<file path="src/hw/rtl/mie_pkg.sv">
// ----------------------------------------------------------------------------
// mie_pkg: shared definitions for the modular inverse unit
// Holds the default operand width, the modulus reset value, the sequencer
// state type and the control and status structs of the shared step unit.
// ----------------------------------------------------------------------------
package mie_pkg;

    localparam int WIDTH_DEFAULT = 16;
    localparam int MODULUS_RESET = 2048;

    typedef enum logic [1:0] {
        ST_IDLE,
        ST_LOOP,
        ST_DIV,
        ST_FINISH
    } mie_state_t;

    typedef struct packed {
        logic start;
    } step_ctrl_t;

    typedef struct packed {
        logic busy;
        logic done;
    } step_stat_t;

endpackage

</file>
<file path="src/hw/rtl/mie_if.sv">
// ----------------------------------------------------------------------------
// mie_if: channel interfaces of the modular inverse unit
// Operand request channel, result channel and modulus configuration channel,
// each a valid/ready handshake with its payload.
// ----------------------------------------------------------------------------
interface mie_req_if
    import mie_pkg::*;
#(
    parameter int WIDTH = WIDTH_DEFAULT
);
    logic             valid;
    logic             ready;
    logic [WIDTH-1:0] operand;

    modport source (output valid, output operand, input ready);
    modport sink   (input valid, input operand, output ready);
endinterface

interface mie_rsp_if
    import mie_pkg::*;
#(
    parameter int WIDTH = WIDTH_DEFAULT
);
    logic             valid;
    logic             ready;
    logic [WIDTH-1:0] inverse;
    logic             no_inverse;

    modport source (output valid, output inverse, output no_inverse, input ready);
    modport sink   (input valid, input inverse, input no_inverse, output ready);
endinterface

interface mie_cfg_if
    import mie_pkg::*;
#(
    parameter int WIDTH = WIDTH_DEFAULT
);
    logic             valid;
    logic             ready;
    logic [WIDTH-1:0] modulus;

    modport source (output valid, output modulus, input ready);
    modport sink   (input valid, input modulus, output ready);
endinterface

</file>
<file path="src/hw/rtl/mie_step_unit.sv">
// ----------------------------------------------------------------------------
// mie_step_unit: shared divide and multiply-accumulate step unit
// Restoring division producing one quotient bit per cycle, while the same
// quotient bit accumulates quotient times coefficient in Horner form.
// ----------------------------------------------------------------------------
module mie_step_unit
    import mie_pkg::*;
#(
    parameter int WIDTH = WIDTH_DEFAULT
)
(
    input  logic                    clk,
    input  logic                    rst_n,
    input  step_ctrl_t              ctrl,
    input  logic [WIDTH-1:0]        dividend,
    input  logic [WIDTH-1:0]        divisor,
    input  logic signed [WIDTH+1:0] coef,
    output step_stat_t              stat,
    output logic [WIDTH-1:0]        remainder,
    output logic signed [WIDTH+1:0] product
);

    localparam int CW = $clog2(WIDTH);
    localparam logic [CW-1:0] CNT_LAST = CW'(WIDTH - 1);

    logic                    busy_reg, busy_next;
    logic                    done_reg, done_next;
    logic [CW-1:0]           cnt_reg, cnt_next;
    logic [WIDTH-1:0]        rem_reg, rem_next;
    logic [WIDTH-1:0]        dvd_reg, dvd_next;
    logic [WIDTH-1:0]        dsr_reg, dsr_next;
    logic signed [WIDTH+1:0] coef_reg, coef_next;
    logic signed [WIDTH+1:0] prod_reg, prod_next;

    logic [WIDTH:0]          shifted;
    logic [WIDTH+1:0]        diff;
    logic                    qbit;

    always_comb
    begin
        shifted   = {rem_reg, dvd_reg[WIDTH-1]};
        diff      = {1'b0, shifted} - {2'b00, dsr_reg};
        qbit      = ~diff[WIDTH+1];

        busy_next = busy_reg;
        done_next = 1'b0;
        cnt_next  = cnt_reg;
        rem_next  = rem_reg;
        dvd_next  = dvd_reg;
        dsr_next  = dsr_reg;
        coef_next = coef_reg;
        prod_next = prod_reg;

        if (ctrl.start)
        begin
            busy_next = 1'b1;
            cnt_next  = '0;
            rem_next  = '0;
            dvd_next  = dividend;
            dsr_next  = divisor;
            coef_next = coef;
            prod_next = '0;
        end
        else if (busy_reg)
        begin
            rem_next  = qbit ? diff[WIDTH-1:0] : shifted[WIDTH-1:0];
            dvd_next  = {dvd_reg[WIDTH-2:0], 1'b0};
            prod_next = (prod_reg <<< 1) + (qbit ? coef_reg : '0);
            cnt_next  = cnt_reg + CW'(1);
            if (cnt_reg == CNT_LAST)
            begin
                busy_next = 1'b0;
                done_next = 1'b1;
            end
        end
    end

    always_ff @(posedge clk or negedge rst_n)
    begin
        if (!rst_n)
        begin
            busy_reg <= 1'b0;
            done_reg <= 1'b0;
            cnt_reg  <= '0;
        end
        else
        begin
            busy_reg <= busy_next;
            done_reg <= done_next;
            cnt_reg  <= cnt_next;
        end
    end

    always_ff @(posedge clk)
    begin
        rem_reg  <= rem_next;
        dvd_reg  <= dvd_next;
        dsr_reg  <= dsr_next;
        coef_reg <= coef_next;
        prod_reg <= prod_next;
    end

    assign stat.busy = busy_reg;
    assign stat.done = done_reg;
    assign remainder = rem_reg;
    assign product   = prod_reg;

endmodule

</file>
<file path="src/hw/rtl/modular_inverse_ext_euclid_unit.sv">
// ----------------------------------------------------------------------------
// modular_inverse_ext_euclid_unit: modular inverse by extended Euclid
// Takes one operand per transaction on req and returns its inverse modulo
// the configured modulus on rsp, with a flag when no inverse exists.
//
// The modulus is written through the cfg channel, which is always ready; it
// must only be written while the unit is idle. Reset sets it to 2048 and
// clears the sequencer and the result valid.
// One operand transaction is accepted when req.ready is high, which is the
// case only while the sequencer is idle. Each Euclid step runs through the
// shared step unit, which yields one quotient bit per cycle. An operand of
// zero needs no Euclid step and goes straight to the result.
// The result sits in an output register. The unit accepts a new operand while
// a result still waits on rsp; if rsp stalls until the next result is ready,
// the sequencer holds that result until the register is free.
// ----------------------------------------------------------------------------
module modular_inverse_ext_euclid_unit
    import mie_pkg::*;
#(
    parameter int WIDTH = WIDTH_DEFAULT
)
(
    input  logic        clk,
    input  logic        rst_n,
    mie_cfg_if.sink     cfg,
    mie_req_if.sink     req,
    mie_rsp_if.source   rsp
);

    localparam logic [WIDTH-1:0] MOD_RST = WIDTH'(MODULUS_RESET);
    localparam logic [WIDTH-1:0] ONE_W   = {{(WIDTH-1){1'b0}}, 1'b1};

    mie_state_t              state_reg, state_next;
    logic [WIDTH-1:0]        modulus_reg;
    logic [WIDTH-1:0]        r_reg, r_next;
    logic [WIDTH-1:0]        nr_reg, nr_next;
    logic signed [WIDTH+1:0] t_reg, t_next;
    logic signed [WIDTH+1:0] nt_reg, nt_next;
    logic                    out_valid_reg, out_valid_next;
    logic [WIDTH-1:0]        inv_reg, inv_next;
    logic                    none_reg, none_next;

    step_ctrl_t              step_ctrl;
    step_stat_t              step_stat;
    logic [WIDTH-1:0]        step_rem;
    logic signed [WIDTH+1:0] step_prod;

    logic signed [WIDTH+1:0] t_lifted;
    logic                    out_free;

    // The modulus register: the channel takes a write in every cycle.
    assign cfg.ready = 1'b1;

    always_ff @(posedge clk or negedge rst_n)
    begin
        if (!rst_n)
        begin
            modulus_reg <= MOD_RST;
        end
        else if (cfg.valid)
        begin
            modulus_reg <= cfg.modulus;
        end
    end

    mie_step_unit #(
        .WIDTH     (WIDTH)
    ) u_step (
        .clk       (clk),
        .rst_n     (rst_n),
        .ctrl      (step_ctrl),
        .dividend  (r_reg),
        .divisor   (nr_reg),
        .coef      (nt_reg),
        .stat      (step_stat),
        .remainder (step_rem),
        .product   (step_prod)
    );

    // A negative coefficient is lifted into range by adding the modulus.
    assign t_lifted = t_reg[WIDTH+1] ? (t_reg + $signed({2'b00, modulus_reg})) : t_reg;
    assign out_free = ~out_valid_reg | rsp.ready;

    always_comb
    begin
        state_next      = state_reg;
        r_next          = r_reg;
        nr_next         = nr_reg;
        t_next          = t_reg;
        nt_next         = nt_reg;
        inv_next        = inv_reg;
        none_next       = none_reg;
        out_valid_next  = out_valid_reg & ~rsp.ready;
        step_ctrl.start = 1'b0;
        req.ready       = 1'b0;

        case (state_reg)
            ST_IDLE:
            begin
                req.ready = 1'b1;
                if (req.valid)
                begin
                    r_next     = modulus_reg;
                    nr_next    = req.operand;
                    t_next     = '0;
                    nt_next    = {{(WIDTH+1){1'b0}}, 1'b1};
                    state_next = ST_LOOP;
                end
            end
            ST_LOOP:
            begin
                // The loop ends when the second remainder reaches zero.
                if (nr_reg == '0)
                begin
                    state_next = ST_FINISH;
                end
                else
                begin
                    step_ctrl.start = 1'b1;
                    state_next      = ST_DIV;
                end
            end
            ST_DIV:
            begin
                if (step_stat.done)
                begin
                    r_next     = nr_reg;
                    nr_next    = step_rem;
                    t_next     = nt_reg;
                    nt_next    = t_reg - step_prod;
                    state_next = ST_LOOP;
                end
            end
            ST_FINISH:
            begin
                if (out_free)
                begin
                    out_valid_next = 1'b1;
                    if ((modulus_reg == '0) || (r_reg > ONE_W))
                    begin
                        inv_next  = '0;
                        none_next = 1'b1;
                    end
                    else if (modulus_reg == ONE_W)
                    begin
                        // Every value is congruent to zero modulo one.
                        inv_next  = '0;
                        none_next = 1'b0;
                    end
                    else
                    begin
                        inv_next  = t_lifted[WIDTH-1:0];
                        none_next = 1'b0;
                    end
                    state_next = ST_IDLE;
                end
            end
            default:
            begin
                state_next = ST_IDLE;
            end
        endcase
    end

    always_ff @(posedge clk or negedge rst_n)
    begin
        if (!rst_n)
        begin
            state_reg     <= ST_IDLE;
            out_valid_reg <= 1'b0;
        end
        else
        begin
            state_reg     <= state_next;
            out_valid_reg <= out_valid_next;
        end
    end

    always_ff @(posedge clk)
    begin
        r_reg    <= r_next;
        nr_reg   <= nr_next;
        t_reg    <= t_next;
        nt_reg   <= nt_next;
        inv_reg  <= inv_next;
        none_reg <= none_next;
    end

    assign rsp.valid      = out_valid_reg;
    assign rsp.inverse    = inv_reg;
    assign rsp.no_inverse = none_reg;

endmodule

</file>
<file path="src/flat_wrapper.sv">
// flat-port wrapper written by rule: the top's interface ports become plain ports
module modular_inverse_ext_euclid_unit_flat import mie_pkg::*;
#(
    parameter int WIDTH = WIDTH_DEFAULT
)
  (clk, rst_n, cfg_valid, cfg_modulus, cfg_ready, req_valid, req_operand, req_ready, rsp_valid, rsp_inverse, rsp_no_inverse, rsp_ready);
  mie_cfg_if #(.WIDTH(WIDTH)) cfg_i ();
  mie_req_if #(.WIDTH(WIDTH)) req_i ();
  mie_rsp_if #(.WIDTH(WIDTH)) rsp_i ();
  input  logic clk;
  input  logic rst_n;
  input wire logic [$bits(cfg_i.valid)-1:0] cfg_valid;
  input wire logic [$bits(cfg_i.modulus)-1:0] cfg_modulus;
  output wire logic [$bits(cfg_i.ready)-1:0] cfg_ready;
  input wire logic [$bits(req_i.valid)-1:0] req_valid;
  input wire logic [$bits(req_i.operand)-1:0] req_operand;
  output wire logic [$bits(req_i.ready)-1:0] req_ready;
  output wire logic [$bits(rsp_i.valid)-1:0] rsp_valid;
  output wire logic [$bits(rsp_i.inverse)-1:0] rsp_inverse;
  output wire logic [$bits(rsp_i.no_inverse)-1:0] rsp_no_inverse;
  input wire logic [$bits(rsp_i.ready)-1:0] rsp_ready;
  assign cfg_i.valid = cfg_valid;
  assign cfg_i.modulus = cfg_modulus;
  assign cfg_ready = cfg_i.ready;
  assign req_i.valid = req_valid;
  assign req_i.operand = req_operand;
  assign req_ready = req_i.ready;
  assign rsp_valid = rsp_i.valid;
  assign rsp_inverse = rsp_i.inverse;
  assign rsp_no_inverse = rsp_i.no_inverse;
  assign rsp_i.ready = rsp_ready;
  modular_inverse_ext_euclid_unit #(.WIDTH(WIDTH)) u_core (.clk(clk), .rst_n(rst_n), .cfg(cfg_i), .req(req_i), .rsp(rsp_i));
endmodule
</file>
<file path="config.mk">
export PLATFORM = sky130hd
export DESIGN_NAME = modular_inverse_ext_euclid_unit_flat
export DESIGN_NICKNAME = d
export VERILOG_FILES = /design/src/hw/rtl/mie_pkg.sv /design/src/hw/rtl/mie_if.sv /design/src/hw/rtl/mie_step_unit.sv /design/src/hw/rtl/modular_inverse_ext_euclid_unit.sv /design/src/flat_wrapper.sv
export SDC_FILE = /design/constraint.sdc
export NUM_CORES = 1
export LEC_CHECK = 0
export ABC_AREA = 1
export BUFFER_PORTS_ARGS = -buffer_cell sky130_fd_sc_hd__buf_4
export CAP_MARGIN = 20
export CORE_AREA = 2 2 140 142
export CTS_CLUSTER_SIZE = 28
export DETAILED_ROUTE_END_ITERATION = 12
export DIE_AREA = 0 0 142 144
export GPL_ROUTABILITY_DRIVEN = 0
export GPL_TIMING_DRIVEN = 1
export PLACE_DENSITY = 0.85
export SYNTH_ARGS = -nofsm -noshare
export SYNTH_HDL_FRONTEND = slang
export SYNTH_SLANG_ARGS = --single-unit
</file>
<file path="constraint.sdc">
create_clock -name clk -period 5.3 [get_ports clk]
set_clock_uncertainty 0.05 [all_clocks]
set_input_delay 0.53 -clock clk [delete_from_list [all_inputs] [get_ports clk]]
set_output_delay 0.53 -clock clk [all_outputs]
set_load 0.1 [all_outputs]
</file>
==> flow_summary.rst, run 1 <==
.. list-table::
   :header-rows: 1

   * - Metric
     - Value
   * - Class of the worst hold path
     - input pin to register
   * - Worst hold start
     - cfg_modulus[8]
   * - Most frequent cell after synthesis
     - nand2_1
   * - Width of the chip
     - 142 µm
   * - Number of sinks handled by clock tree synthesis
     - 194
   * - Number of buffers added for setup after CTS
     - 0
   * - Wire length of the first global-routing pass
     - 43.3 mm
   * - Total Wirelength
     - 27.4 mm
   * - Detailed-route wire length per cell
     - 16.8 µm
   * - Max frequency
     - 246 MHz
   * - Worst R2R End
     - u_core.u_step.product[13]$_SDFFE_PP0P_
   * - Filler cell count
     - 1476
   * - Most frequently used flop master after synthesis
     - edfxtp_1
   * - Ranking of synthesized cells by area
     - edfxtp_1 (36%), nand2_1 (11%), ha_1 (7.3%)
   * - Minimum period implied by the final worst setup slack
     - 4070 ps
   * - Die height
     - 144 µm
   * - Clock-pin slew of the registers on the worst-case setup and hold paths
     - 80 ps
   * - Number of port buffers
     - 55
   * - Inserted Clock Buffers
     - 17
   * - Initial antenna violation count
     - 0
   * - Number of remaining DRC errors
     - 0
   * - Area occupied by registers
     - 5360 µm²
   * - Violation count after the first detailed-route iteration
     - 792
   * - Clock buffer depth
     - 2
   * - Max-cap violations
     - 0
   * - Final setup violation count
     - 0
   * - H-tree levels
     - 4
   * - Synthesized netlist net count
     - 1436
   * - Tightest slew margin relative to the limit
     - 41.9%
   * - Antenna cell count
     - 0
   * - Starting density of the core
     - 58.3%
   * - CP Launch Type
     - register
   * - Core Region
     - 19100 µm²
   * - Final net count
     - 1486
   * - Worst hold endpoint
     - u_core.modulus_reg[8]$_DFFE_PN0P_
   * - Worst Hold Depth
     - 3
   * - Leading post-synthesis cells by instance count
     - nand2_1 (314), inv_1 (192), nor2_1 (142)
   * - Crit-path max FO
     - 30
   * - Slack of the worst reg-to-reg path
     - 1230 ps
   * - Area share of the largest cell type after synthesis
     - 36.5%
   * - Data required time at the worst endpoint
     - 5580 ps
   * - Number of synthesized flops with an enable pin
     - 135
   * - Number of library cell types mapped by synthesis
     - 49
   * - Post-synth top area cell
     - edfxtp_1
   * - RR Startpoint
     - u_core.u_step.dsr_reg[7]$_DFFE_PP_
   * - Worst skew pair latency
     - 440 ps
   * - Die Outline Area
     - 20400 µm²
   * - Share of layout cells above drive strength 1
     - 8.83%
   * - Pin count of the biggest net entering global routing
     - 51
   * - Number of cells traversed by the worst register-to-register path
     - 24
   * - Ports
     - 57
   * - Slew at the pin closest to its max-slew limit
     - 869 ps
   * - Fraction of the yosys area taken by sequential cells
     - 48.2%
   * - Number of vias after detailed routing
     - 9345
   * - Arrival time of data at the critical path endpoint
     - 4350 ps
   * - Via count of the first global-routing pass
     - 8877
   * - Vias/cell
     - 5.73
   * - Post-Synthesis Cell Area
     - 11100 µm²
   * - Setup repair after global routing missed its margin
     - false
   * - Final worst-path cycle share
     - 76.8%
   * - Setup Total Neg Slack
     - 0 ps
   * - Number of slew-limit violations in the final report
     - 0
   * - DPL Wire Length
     - 19.8 mm
   * - Root buffer cell
     - clkbuf_16
   * - Share of the core filled with cells in the final layout
     - 64.6%
   * - GR Overflow Total
     - 0
   * - Synthesized area divided by synthesized cell count
     - 8.36 µm²
   * - Synth Register Bits
     - 194
   * - Pre-antenna DRT Iters
     - 7
   * - Core Rows
     - 51
   * - Category of the worst setup path capture point
     - register
   * - Overall routing resource usage
     - 27.2%
   * - Multi-input gate area in the final layout
     - 4860 µm²
   * - Status
     - finished, final reports clean
   * - Layout-stage area growth over the synthesis result
     - 10.8%
   * - Final hold violation count
     - 0
   * - CTS tree
     - done
   * - Remaining antenna violation count after routing
     - 0
   * - Worst setup path class
     - register to register
   * - Gate Count Post-Synth
     - 1330
   * - Yosys Warn Count
     - 0
   * - Async set or reset register ratio after synthesis
     - 12.9%
[per-stage QoR]
step / hold WS, ps / instance area, µm² / std cells / setup slack (ps)
after floorplan: 184 / 11100 / 1330 / 1330
after global routing: 254 / 12300 / 1631 / 909
after detailed placement: 384 / 11700 / 1598 / 1260
after CTS: 245 / 12300 / 1631 / 1290
final: 250 / 12300 / 1631 / 1230
after global placement: 382 / 11700 / 1598 / 1500
[worst max-delay path, cell delays in order (launching register included)]
cell and delay [ps]:
edfxtp_1 350, inv_1 50, ha_1 360, nand2_2 140, inv_1 60, a21oi_2 140
nand3_2 120, nand2_2 80, nand2_2 340, inv_2 510, nor2_1 100, ha_1 240
fa_1 410, nand3_1 110, nand3_1 130, inv_1 90, nor2_1 40, nor2_1 80
inv_1 80, nand2_1 60, nand2_1 80, nand2_1 100, nand3b_1 90, nand3_1 90
nand2_1 60
[cell families (layout without fill, tap and decap cells)]
kind of cell | Yosys count | count (layout) | synth area share [%]
AOI/OAI and AO/OA | 235 | 235 | 11.9
other | 1 | 1 | 0.0337
and+or+nand+nor | 573 | 573 | 21.4
buffers and inverters | 229 | 292 | 8.18
xor gates and xnor gates | 29 | 29 | 2.28
DFF | 194 | 194 | 48.2
adders and majority gates | 69 | 69 | 8.03
[how the worst max path moves through the flow]
stage,start,end,slack [ps],depth (start not counted)
2_1_floorplan,req_valid,u_core.nr_reg[0]$_DFFE_PP_,1330,2
3_3_place_gp,u_core.u_step.dsr_reg[7]$_DFFE_PP_,u_core.u_step.product[13]$_SDFFE_PP0P_,1500,24
3_5_place_dp,u_core.u_step.dsr_reg[7]$_DFFE_PP_,u_core.u_step.product[13]$_SDFFE_PP0P_,1260,24
4_1_cts,u_core.u_step.dsr_reg[7]$_DFFE_PP_,u_core.u_step.product[13]$_SDFFE_PP0P_,1290,24
5_1_grt,u_core.u_step.dsr_reg[7]$_DFFE_PP_,u_core.u_step.product[13]$_SDFFE_PP0P_,910,24
6_report,u_core.u_step.dsr_reg[7]$_DFFE_PP_,u_core.u_step.product[13]$_SDFFE_PP0P_,1230,24
[timing repair]
action / 4_1_cts / 5_1_grt
gates resized for setup: 0 / 0
hold buffers: 1 / 0
endpoints found under the hold margin: 24 / 0
endpoints found under the setup margin: 0 / 0
[cell usage in the layout (no fill, tap or decap), drive strengths merged, types with 12 or more instances in the layout]
master and n:
dfxtp 34, nand2 321, a21oi 79, o21bai 12, o21ai 103, inv 202, edfxtp 135, dfrtp 24
xor2 14, clkbuf 17, xnor2 15, buf 62, nor3 15, ha 65, nand3 64, nor2 143
nand4 13
[routing by layer]
metal  share of wire [%]  wire, µm  track usage (%)  up-vias
li1                    -         -                -     4503
met5                   0         0                0        -
met4                 4.1      1120             11.8        0
met1                  41     11200             35.3     4341
met2                  48     13100             45.5      409
met3                 7.2      1970             4.30       92
[area by class of cell]
class,instances,share of cell area (%)
sequential,194,43.5
clock inverter,15,1.32
multi-input combinational,907,39.4
inverter,197,6.00
timing repair buffer,63,3.86
tap,238,2.42
clock buffer,17,3.45
Power of run 1 is left out: the tool's default activity adds up to more than one toggle a clock period on the data nets, which glitch-free logic cannot reach.
==> inputs of run 2 (changes only) <==
- ABC_AREA: 1 -> 0
- CORE_AREA: 2 2 140 142 -> 2 2 142 144
- DIE_AREA: 0 0 142 144 -> 0 0 144 146
- PLACE_DENSITY: 0.85 -> 0.84
- clock period: 5.3 -> 3.35 ns (I/O delays scaled with it)
==> run 2 against run 1 <==
Effect of this change:
- the run now ends with negative setup slack left
- synthesized area shrank 3.7%
- first-iteration DRC count rose by 14%
- non-clock buffer count up 86
- global-route usage shrank 0.61 points
- die area increased by 2.8%
- clock-buffer cell count unchanged
- design area up 5.7%
- register-to-register slack worse by 1600 ps
- wire length up 2.9%
- largest cell class is now multi-input combinational cells
==> flow_summary.rst, run 2 <==
.. list-table::
   :header-rows: 1

   * - Metric
     - Value
   * - Longest individual stage delay on the worst path
     - 340 ps
   * - Number of synthesized flops with an enable pin
     - 135
   * - Data required time at the worst endpoint
     - 3610 ps
   * - Wire length of the first global-routing pass
     - 43.1 mm
   * - Top layer reached by signal wires
     - met4
   * - Number of library cell types mapped by synthesis
     - 75
   * - Setup repair after global routing missed its margin
     - true
   * - Class of the worst hold path
     - input pin to register
   * - Core Rows
     - 51
   * - Violation count after the first detailed-route iteration
     - 901
   * - H-tree levels
     - 4
   * - Die height
     - 146 µm
   * - Clock-pin slew of the registers on the worst-case setup and hold paths
     - 80 ps
   * - Final worst-path cycle share
     - 110%
   * - Remaining antenna violation count after routing
     - 0
   * - Crit-path max FO
     - 5
   * - Ranking of synthesized cells by area
     - edfxtp_1 (38%), ha_1 (7.6%), dfxtp_1 (6.4%)
   * - Maximum ir drop on the vdd rail
     - 0.600 mV
   * - Arrival time of data at the critical path endpoint
     - 3960 ps
   * - CP Launch Type
     - register
   * - Fraction of the yosys area taken by sequential cells
     - 50.1%
   * - Total power per unit cell area
     - 1160 nW/µm²
   * - WL met3
     - 2.04 mm
   * - Detailed-route wire length per cell
     - 19.8 µm
   * - DPL Wire Length
     - 18.5 mm
   * - Overall power
     - 0.0151 W
   * - Tightest slew margin relative to the limit
     - 27.1%
   * - Async set or reset register ratio after synthesis
     - 12.9%
   * - Post-synth top area cell
     - edfxtp_1
   * - Max-cap violations
     - 0
   * - Post-Synthesis Cell Area
     - 10700 µm²
   * - Slew at the pin closest to its max-slew limit
     - 1090 ps
   * - Clock group share of total power
     - 13.6%
   * - Layout-stage area growth over the synthesis result
     - 21.6%
   * - Initial antenna violation count
     - 0
   * - Sequential fraction of design power
     - 29.4%
   * - Synthesized netlist net count
     - 1121
   * - Worst skew pair latency
     - 450 ps
   * - Final setup violation count
     - 10
   * - Hold slack
     - 63.8 ps
   * - Via count of the first global-routing pass
     - 8290
   * - Gate Count Post-Synth
     - 1015
   * - Total Wirelength
     - 28.2 mm
   * - Share of layout cells above drive strength 1
     - 25.4%
   * - Worst path cell trace
     - inv_1 > ha_4 > nand3_4 > nor4_4 > o21ai_1 > a21oi_2 > nor2_4 > buf_4 > buf_4 > nor2b_4 > ha_4 > a21o_1 > o211a_1 > o41a_1 > and4bb_2 > xor2_1 > mux2i_1 > nor2_1
   * - Internal power consumption
     - 0.00851 W
   * - Part of the total power dissipated in combinational logic
     - 57.0%
   * - Number of vias after detailed routing
     - 8449
   * - Clock buffer depth
     - 2
   * - Synth Register Bits
     - 194
   * - Switch Pwr
     - 0.00656 W
   * - Switching power share of the total
     - 43.5%
   * - Die Outline Area
     - 21000 µm²
   * - Inserted Clock Buffers
     - 17
   * - Ports
     - 57
   * - Synthesized area divided by synthesized cell count
     - 10.6 µm²
   * - Met2 wire length
     - 14.0 mm
   * - Overall routing resource usage
     - 26.6%
   * - Vias/cell
     - 5.92
   * - Pre-antenna DRT Iters
     - 6
   * - Core Region
     - 19300 µm²
   * - Minimum period implied by the final worst setup slack
     - 3700 ps
   * - Max frequency
     - 271 MHz
   * - Area share of the largest cell type after synthesis
     - 37.9%
   * - Pin count of the biggest net entering global routing
     - 50
   * - Number of slew-limit violations in the final report
     - 0
   * - Number of port buffers
     - 55
   * - Most frequent standard cell in the layout excluding fill and tap cells
     - buf_4
   * - Worst setup path class
     - register to register
   * - Most frequently used flop master after synthesis
     - edfxtp_1
   * - Width of the chip
     - 144 µm
   * - Starting density of the core
     - 55.4%
   * - Leakage power total
     - 5.50 nW
   * - Yosys Warn Count
     - 0
   * - Final hold violation count
     - 0
   * - CTS tree
     - done
   * - Leading post-synthesis cells by instance count
     - edfxtp_1 (135), nand2_1 (133), nor2_1 (107)
   * - Post-Route M1 WL
     - 10.9 mm
   * - GR Overflow Total
     - 0
   * - Status
     - finished, violations left
   * - Failing checks
     - negative setup slack
   * - Category of the worst setup path capture point
     - register
   * - Library cell contributing the largest single delay on the critical path
     - edfxtp_1
   * - Most frequent cell after synthesis
     - edfxtp_1
   * - Final net count
     - 1254
   * - Number of sinks handled by clock tree synthesis
     - 194
   * - Final WS setup
     - -345 ps
   * - Number of remaining DRC errors
     - 0
   * - Root buffer cell
     - clkbuf_16
   * - Antenna cell count
     - 0
   * - Leading cell types in the layout, fill and taps excluded
     - buf_4 (140), edfxtp_1 (135), nand2_1 (131)
[run 2: changes by cell type in the layout (fill, tap and decap cells not counted), sizes merged, moves of 25 or more]
cell   previous run  this run
nand2           321       133
inv             202        60
buf              62       148
o21ai           103        42
nand3            64         8
nor2            143       108
mux2              0        32
a21oi            79        50
mux2i             0        25
nor2b             0        25
[run 2: cell type report]
type	instances	area (µm²)
clock buffer	17	425
sequential	194	5360
fill	1314	6310
timing repair buffer	149	1170
inverter	52	195
clock inverter	15	166
tap	265	332
multi-input combinational	734	5370
[run 2: timing repair]
action | CTS | global route
hold endpoints to repair | 25 | 0
buffers inserted | 11 | 5
resized for setup | 17 | 37
endpoints found under the setup margin | 9 | 12
hold buffers | 1 | 0
pin swaps | 17 | 16
[run 2: logic make-up (layout without fill, tap and decap cells)]
| logic type | count (synthesis) | in the layout | share of synthesized area (%) |
|---|---|---|---|
| compound gates | 200 | 200 | 13.0 |
| xor+xnor | 48 | 48 | 3.93 |
| fa+ha+maj | 69 | 69 | 8.34 |
| buf+inv | 87 | 233 | 3.28 |
| flops | 194 | 194 | 50.1 |
| mux | 58 | 58 | 5.95 |
| other cells | 1 | 1 | 0.0350 |
| simple gates | 358 | 358 | 15.4 |
[run 2: per-layer routing]
layer,GRT usage (%),vias up
met5,0,-
met4,10.6,0
met3,5.96,99
met2,44.5,370
met1,33.3,4082
li1,-,3898
[run 2: stage by stage]
step | area [µm²] | std cells | setup WS [ps] | util [%] | TNS [ps]
final | 13000 | 1426 | -345 | 67.4 | -2000
after global placement | 12000 | 1377 | -162 | 62.1 | -718
after floorplan | 10800 | 1015 | -167 | - | -676
after CTS | 12800 | 1421 | -197 | 66.2 | -1010
after global routing | 13000 | 1426 | -523 | 67.4 | -3910
after detailed placement | 12000 | 1377 | -298 | 62.1 | -1930
[run 2: worst paths after layout]
path,start,to,slack (ps),cells after the start
worst min register to register,u_core.nt_reg[15]$_SDFFCE_PN0P_,u_core.u_step.coef_reg[15]$_DFFE_PP_,390,0
max in group asynchronous,rst_n,u_core.modulus_reg[11]$_DFFE_PN1P_,2690,2
worst max register to register,u_core.u_step.dsr_reg[11]$_DFFE_PP_,u_core.u_step.product[17]$_SDFFE_PP0P_,-350,18
worst max-delay path,u_core.u_step.dsr_reg[11]$_DFFE_PP_,u_core.u_step.product[17]$_SDFFE_PP0P_,-350,18
min in group asynchronous,rst_n,u_core.modulus_reg[15]$_DFFE_PN0P_,280,2
worst min-delay path,cfg_modulus[1],u_core.modulus_reg[1]$_DFFE_PN0P_,60,3
[run 2: power groups by stage]
stage | clock [W] | sequential [W] | combinational [W]
after CTS | 0.00206 | 0.00439 | 0.00797
after global routing | 0.00215 | 0.00450 | 0.00930
after global placement | 0 | 0.00437 | 0.00729
after detailed placement | 0 | 0.00441 | 0.00758
after floorplan | 0 | 0.00443 | 0.00531
final | 0.00205 | 0.00443 | 0.00858
[run 2: worst max-delay path: cells and delay by family (launching register included)]
family / cells / cell delay, ps
mux: 1 / 200
buf+inv: 3 / 370
flops: 1 / 340
xor+xnor: 1 / 170
compound gates: 5 / 1080
fa+ha+maj: 2 / 510
simple gates: 6 / 860
(Power assumes the default switching activity.)
